--- src/design/assert_macros.svh ---
// assertion helpers for the rtl
`ifndef ASSERT_MACROS_SVH
`define ASSERT_MACROS_SVH

// same-cycle implication, checked out of reset
`define DSS_ASSERT_IMPLY(label, clk, rst_n, ante, cons) \
  label: assert property (@(posedge clk) disable iff (!rst_n) (ante) |-> (cons)) \
    else $error("assertion failed");

// next-cycle implication, checked out of reset
`define DSS_ASSERT_NEXT(label, clk, rst_n, ante, cons) \
  label: assert property (@(posedge clk) disable iff (!rst_n) (ante) |=> (cons)) \
    else $error("assertion failed");

`endif

--- src/design/dss_pkg.sv ---
`timescale 1ns / 1ps

package dss_pkg;

  localparam int RAW_W          = 8;
  localparam int TIME_W         = 32;
  localparam int THR_W          = 8;
  localparam int IVL_W          = 16;
  localparam int POS_W          = 5;
  localparam int CFG_IDX_W      = 2;
  localparam int CFG_DATA_W     = 16;
  localparam int INPUT_BITS_DEF = 8;

  localparam logic [THR_W-1:0] THR_RESET       = 8'd3;
  localparam logic [IVL_W-1:0] IVL_RESET       = 16'd10;
  localparam logic [RAW_W-1:0] CANDIDATE_RESET = 8'hFF;

  localparam logic signed [POS_W-1:0] POS_NONE  = 5'sd0;
  localparam logic signed [POS_W-1:0] POS_MULTI = -5'sd1;

  typedef enum logic [CFG_IDX_W-1:0] {
    CFG_DEBOUNCE = 2'd0,
    CFG_INTERVAL = 2'd1
  } cfg_idx_t;

endpackage

--- src/design/debounced_selector_sampler_core.sv ---
`timescale 1ns / 1ps
// path: an accepted item goes through the input register, then the result register
// throughput: one item per clock while out_stall is low; the debounce state loop closes
//   through a single register stage, so each item sees the state left by the one before it
// reset (rst_n low, synchronous): debounce state cleared, candidate to all ones,
//   thresholds back to 3 samples / 10 ticks, both pipeline stages emptied

`include "assert_macros.svh"

module debounced_selector_sampler_core import dss_pkg::*; #(
  parameter int INPUT_BITS = INPUT_BITS_DEF
) (
  input  logic                        clk,
  input  logic                        rst_n,
  // configuration write port
  input  logic                        cfg_we,
  input  logic [CFG_IDX_W-1:0]        cfg_index,
  input  logic [CFG_DATA_W-1:0]       cfg_wdata,
  // input channel
  input  logic                        in_valid,
  output logic                        in_stall,
  input  logic [TIME_W-1:0]           in_now_time,
  input  logic [RAW_W-1:0]            in_raw_sample,
  input  logic                        in_initialize,
  input  logic                        in_consume_change,
  // result channel
  output logic                        out_valid,
  input  logic                        out_stall,
  output logic signed [POS_W-1:0]     out_position,
  output logic                        out_changed,
  output logic [RAW_W-1:0]            out_stable_value,
  output logic [RAW_W-1:0]            out_last_raw,
  output logic                        out_sampled
);

  // only the low selector bits are used, never more than a byte
  localparam int SEL_W = (INPUT_BITS < RAW_W) ? INPUT_BITS : RAW_W;

  // config registers
  logic [THR_W-1:0]  thr_r;
  logic [IVL_W-1:0]  ivl_r;

  // input register
  logic              s1_valid_r;
  logic [TIME_W-1:0] s1_now_r;
  logic [SEL_W-1:0]  s1_raw_r;
  logic              s1_init_r;
  logic              s1_consume_r;

  // debounce state
  logic [SEL_W-1:0]  stable_r,  stable_nxt;
  logic [RAW_W-1:0]  cand_r,    cand_nxt;
  logic [THR_W-1:0]  cnt_r,     cnt_nxt;
  logic [TIME_W-1:0] last_r,    last_nxt;
  logic              pend_r,    pend_nxt;

  // result register
  logic                    out_valid_r;
  logic signed [POS_W-1:0] out_position_r;
  logic                    out_changed_r;
  logic [RAW_W-1:0]        out_stable_r;
  logic [RAW_W-1:0]        out_last_raw_r;
  logic                    out_sampled_r;

  logic                    adv;
  logic                    in_acc;
  logic                    took;
  logic                    reported;
  logic [RAW_W-1:0]        raw_ext;
  logic [TIME_W-1:0]       elapsed;
  logic [THR_W-1:0]        cnt_inc;
  logic signed [POS_W-1:0] pos;

  // the item in the input register moves on whenever the result register is free
  assign adv      = s1_valid_r && (!out_valid_r || !out_stall);
  assign in_stall = s1_valid_r && !adv;
  assign in_acc   = in_valid && !in_stall;

  assign raw_ext = RAW_W'(s1_raw_r);
  // wrapping time difference since the last sample
  assign elapsed = s1_now_r - last_r;
  // count up toward the threshold, saturating there
  assign cnt_inc = (cnt_r < thr_r) ? cnt_r + THR_W'(1) : cnt_r;

  always_comb begin
    stable_nxt = stable_r;
    cand_nxt   = cand_r;
    cnt_nxt    = cnt_r;
    last_nxt   = last_r;
    pend_nxt   = pend_r;
    took       = 1'b0;
    if (s1_init_r) begin
      // start-up load: take the input as already settled
      stable_nxt = s1_raw_r;
      cand_nxt   = raw_ext;
      cnt_nxt    = thr_r;
      last_nxt   = s1_now_r;
      pend_nxt   = 1'b0;
      took       = 1'b1;
    end else if (elapsed >= TIME_W'(ivl_r)) begin
      last_nxt = s1_now_r;
      took     = 1'b1;
      if (raw_ext == cand_r) begin
        cnt_nxt = cnt_inc;
        // candidate qualified and different from what we hold: accept it
        if ((cnt_inc >= thr_r) && (s1_raw_r != stable_r)) begin
          stable_nxt = s1_raw_r;
          pend_nxt   = 1'b1;
        end
      end else begin
        // new candidate, restart qualification
        cand_nxt = raw_ext;
        cnt_nxt  = THR_W'(1);
      end
    end
    // flag is reported before an optional read-clear
    reported = pend_nxt;
    if (s1_consume_r) begin
      pend_nxt = 1'b0;
    end
  end

  dss_pos_decode #(
    .SEL_W (SEL_W)
  ) u_pos_decode (
    .value (stable_nxt),
    .pos   (pos)
  );

  // control and state
  always_ff @(posedge clk) begin
    if (!rst_n) begin
      thr_r       <= THR_RESET;
      ivl_r       <= IVL_RESET;
      s1_valid_r  <= 1'b0;
      stable_r    <= '0;
      cand_r      <= CANDIDATE_RESET;
      cnt_r       <= '0;
      last_r      <= '0;
      pend_r      <= 1'b0;
      out_valid_r <= 1'b0;
    end else begin
      if (cfg_we) begin
        case (cfg_index)
          CFG_DEBOUNCE: thr_r <= cfg_wdata[THR_W-1:0];
          CFG_INTERVAL: ivl_r <= cfg_wdata[IVL_W-1:0];
          default: ;
        endcase
      end
      if (in_acc) begin
        s1_valid_r <= 1'b1;
      end else if (adv) begin
        s1_valid_r <= 1'b0;
      end
      if (adv) begin
        stable_r    <= stable_nxt;
        cand_r      <= cand_nxt;
        cnt_r       <= cnt_nxt;
        last_r      <= last_nxt;
        pend_r      <= pend_nxt;
        out_valid_r <= 1'b1;
      end else if (!out_stall) begin
        out_valid_r <= 1'b0;
      end
    end
  end

  // payload registers
  always_ff @(posedge clk) begin
    if (in_acc) begin
      s1_now_r     <= in_now_time;
      s1_raw_r     <= in_raw_sample[SEL_W-1:0];
      s1_init_r    <= in_initialize;
      s1_consume_r <= in_consume_change;
    end
    if (adv) begin
      out_position_r <= pos;
      out_changed_r  <= reported;
      out_stable_r   <= RAW_W'(stable_nxt);
      out_last_raw_r <= cand_nxt;
      out_sampled_r  <= took;
    end
  end

  assign out_valid        = out_valid_r;
  assign out_position     = out_position_r;
  assign out_changed      = out_changed_r;
  assign out_stable_value = out_stable_r;
  assign out_last_raw     = out_last_raw_r;
  assign out_sampled      = out_sampled_r;

  // checks
  `DSS_ASSERT_IMPLY(a_stall_needs_item, clk, rst_n, in_stall, s1_valid_r)
  `DSS_ASSERT_NEXT(a_result_follows, clk, rst_n, adv, out_valid_r)
  `DSS_ASSERT_NEXT(a_init_clears_change, clk, rst_n, adv && s1_init_r, !out_changed_r)
  `DSS_ASSERT_NEXT(a_idle_keeps_time, clk, rst_n, adv && !took, $stable(last_r))

endmodule

--- src/design/dss_pos_decode.sv ---
`timescale 1ns / 1ps

module dss_pos_decode import dss_pkg::*; #(
  parameter int SEL_W = INPUT_BITS_DEF
) (
  input  logic [SEL_W-1:0]        value,
  output logic signed [POS_W-1:0] pos
);

  localparam int CNT_W = $clog2(SEL_W + 1);

  logic [CNT_W-1:0]        ones;
  logic signed [POS_W-1:0] last_pos;

  always_comb begin
    ones     = '0;
    last_pos = POS_NONE;
    for (int i = 0; i < SEL_W; i++) begin
      if (value[i]) begin
        ones     = ones + CNT_W'(1);
        last_pos = POS_W'(i + 1);
      end
    end
    if (ones == '0) begin
      pos = POS_NONE;
    end else if (ones != CNT_W'(1)) begin
      pos = POS_MULTI;
    end else begin
      pos = last_pos;
    end
  end

endmodule

--- config.mk ---
export PLATFORM = sky130hd
export DESIGN_NAME = debounced_selector_sampler_core
export DESIGN_NICKNAME = d
export VERILOG_FILES = /design/src/design/dss_pkg.sv /design/src/design/debounced_selector_sampler_core.sv /design/src/design/dss_pos_decode.sv
export VERILOG_INCLUDE_DIRS = /design/src /design/src/design
export SDC_FILE = /design/constraint.sdc
export NUM_CORES = 1
export LEC_CHECK = 0
export BUFFER_PORTS_ARGS = -buffer_cell sky130_fd_sc_hd__buf_2
export CORE_UTILIZATION = 38
export CTS_CLUSTER_SIZE = 40
export DETAILED_ROUTE_END_ITERATION = 10
export SYNTH_ARGS = -nofsm -noshare
export SYNTH_HDL_FRONTEND = slang
export SYNTH_SLANG_ARGS = --single-unit
export TNS_END_PERCENT = 20
--- constraint.sdc ---
create_clock -name clk -period 9.7 [get_ports clk]
set_input_delay 1.455 -clock clk [delete_from_list [all_inputs] [get_ports clk]]
set_output_delay 1.455 -clock clk [all_outputs]
set_load 0.05 [all_outputs]
==> summary.md <==
| Metric | Value |
|---|---|
| Status | `complete, no violations` |
| CP arrival | `9.24 ns` |
| CTS tree | `done` |
| Seq pwr share | `39.2%` |
| Synth area leaders | `edfxtp_1 (21%), dfxtp_1 (18%), ha_1 (9.5%)` |
| #FFs+latches synth | `148` |
| Fraction of registers with async set/reset | `0%` |
| I/O Buffers | `89` |
| Avg Vias per Cell | `5.24` |
| Clock Pin Slew Worst Setup and Hold Paths | `0.06 ns` |
| Largest net degree at the start of global routing | `48` |
| Post-place setup slack | `0.294 ns` |
| H-tree levels | `4` |
| Leakage Power | `0.00420 µW` |
| Post-route ant nets | `0` |
| Clock share of power | `36.7%` |
| F_max | `110 MHz` |
| Peak VDD IR | `0.0853 mV` |
| DRC | `0` |
| Yosys Warn Count | `0` |
| Die W | `159 µm` |
| CP Max Fanout | `7` |
| Fin crit share | `93.6%` |
| Switch Pwr | `554 µW` |
| Global route overflow | `0` |
| Top FF cell, synth | `dfxtp_1` |
| RePlAce Congestion | `0.893` |
| Max-slew violation count | `0` |
| Post-synth EDFFs | `65` |
| Cell count after synthesis | `1,050` |
| Cts-stage hold buffer count | `0` |
| Clock Latency Late Sink | `0.43 ns` |
| Vias | `7,575` |
| Critical path's slowest cell | `xor3_1` |
| Switching Fraction | `30.3%` |
| Initial antenna violation count | `0` |
| Slew HR | `40.7%` |
| Placed Cells | `1,413` |
| Gate power share | `24.1%` |
| ANT cells | `0` |
| Crit path top cell by count | `ha_1` |
| Synth cell count leaders | `nand2_1 (156), a21oi_1 (101), dfxtp_1 (83)` |
| NumNets Final | `1,251` |
| Worst-Margin Slew | `0.888 ns` |
| Floorplan row count | `56` |
| Top cell type by total area after synthesis | `edfxtp_1` |
| Initial core utilization | `39.3%` |
| Maximum Capacitance Violations | `0` |
| Flop2flop setup slack | `0.62 ns` |
| Area grow syn2layout | `14.5%` |
| Hold Path Class | `reg -> reg` |
| Fin crit period | `9.08 ns` |
| I/O Pins | `90` |
| Setup violators final | `0` |
| Core Area | `23,800 µm²` |
| Crit path kind | `reg -> reg` |
| Syn Std Cell Area | `9340 µm²` |
| Cts bufs inserted | `17` |
| Number of fill cells | `2,347` |
| Post-DP HPWL | `16,300 µm` |
| Gr usage total | `18.1%` |
| Post-synthesis net count | `1,187` |
| Distinct cells, synth | `90` |
| Worst setup SP type | `register` |
| Routed Wire Length | `22,300 µm` |
| Max Clock Skew | `0.0108 ns` |
| First drt pass iteration count | `5` |
| First-pass GRT wire length | `36,700 µm` |
| Syn_area_per_cell | `8.89 µm²` |
| Crit path largest cell delay | `0.43 ns` |
| Number of global-route vias before repair | `7,343` |
| CP Capture Type | `register` |
| Final Hold Viols | `0` |
| CTS sink count | `148` |
| Die area | `25,200 µm²` |
| Routed WL per cell | `15.5 µm` |
| DR iter-0 viols | `424` |
| Total power | `1830 µW` |
| Clk buf depth | `2` |
| Die extent in y | `159 µm` |
| PwrDens | `171 nW/µm²` |
| Cell Int Power | `1270 µW` |
| Finished Layout Cells | `1,446` |
| Top-area cell type share of the netlist area | `20.9%` |
| Seq/Total Area, Yosys | `38.7%` |
| Count leader, synth | `nand2_1` |
| Setup ws final | `0.623 ns` |
| Share of cells above drive strength 1 | `15.6%` |
| Data required, critical path | `9.86 ns` |
| CTS root buf | `clkbuf_16` |
## placed cells by master (no fill, tap or decap), drive strengths merged, types with 5 or more instances in the layout
cell type / count
nor2: 66
clkbuf: 19
and2: 11
o211ai: 11
nand2b: 9
a31oi: 8
nand4: 20
clkinv: 10
nand3: 25
o21a: 11
nor3: 18
o22ai: 6
or2: 5
a211oi: 12
mux2: 8
a221oi: 10
nor4: 10
ha: 71
a21o: 21
nor2b: 8
o21ai: 35
mux2i: 18
dfxtp: 83
inv: 75
xor2: 21
a21oi: 105
buf: 96
and3: 8
edfxtp: 65
nand2: 156
xnor2: 36
a21boi: 5
## final timing paths
check | from | end | depth (start not counted)
max | s1_now_r[3] | out_position[1] | 41
min | last_r[11] | last_r[11] | 2
max reg2reg | s1_now_r[3] | out_position[1] | 41
min reg2reg | last_r[11] | last_r[11] | 2
## critical path: cells and delay by family, from the launching register on
family / cells / cell delay [ns]
AOI/OAI and AO/OA: 15 / 2.72
xor gates and xnor gates: 2 / 0.58
adders and majority gates: 8 / 2.19
buffers and inverters: 2 / 0.21
DFF: 1 / 0.40
muxes: 4 / 0.66
and+or+nand+nor: 10 / 2.05
## cell families after synthesis
kind of cell / share of synthesized area, %
xor+xnor: 5.94
fa+ha+maj: 9.73
flops: 38.7
simple gates: 18.3
mux: 2.90
buf+inv: 5.43
compound gates: 19.0
## flip-flops by register name, indices dropped and copies added (netlist names), 5 cells and up
register          flops
out_last_raw          8
cnt_r                 8
cand_r                8
stable_r              8
s1_now_r             32
out_position          5
last_r               32
out_stable_value      8
ivl_r                16
raw_ext               8
thr_r                 8
## cell type report
class	count	area [µm²]	area share [%]
inverters	76	285	2.67
flip-flops and latches	148	3610	33.8
well taps	319	399	3.73
multi-input cells	775	5300	49.6
repair buffers	96	498	4.66
clock buffers	19	433	4.05
clock inverters	13	160	1.50
## timing repair
item | in CTS | in global routing
resized for setup | 0 | 13
buffers inserted | 0 | 1
endpoints found under the setup margin | 0 | 5
## through the flow
step / utilization [%] / area, µm² / TNS [ns] / hold slack [ns]
after floorplan: - / 9340 / 0 / 0.436
after global placement: 42.2 / 10000 / 0 / 0.442
after detailed placement: 42.2 / 10000 / 0 / 0.447
after CTS: 44.7 / 10600 / 0 / 0.455
after global routing: 45.0 / 10700 / -0.00852 / 0.468
final: 45.0 / 10700 / 0 / 0.453
## power groups by stage
stage | logic, µW | registers (µW) | clock network (µW)
floorplan | 314 | 745 | 0
global placement | 427 | 729 | 0
detailed placement | 432 | 730 | 0
CTS | 434 | 717 | 689
global route | 491 | 721 | 712
finish | 440 | 717 | 670
## per-layer routing
metal	vias to the layer above	wire length [µm]	global-route usage, %
li1	3874	-	-
met1	3530	10500	23.2
met2	156	10800	30.5
met3	15	845	3.71
met4	0	219	5.16
met5	-	0	0
No activity file was read; power rests on OpenSTA's default activity.
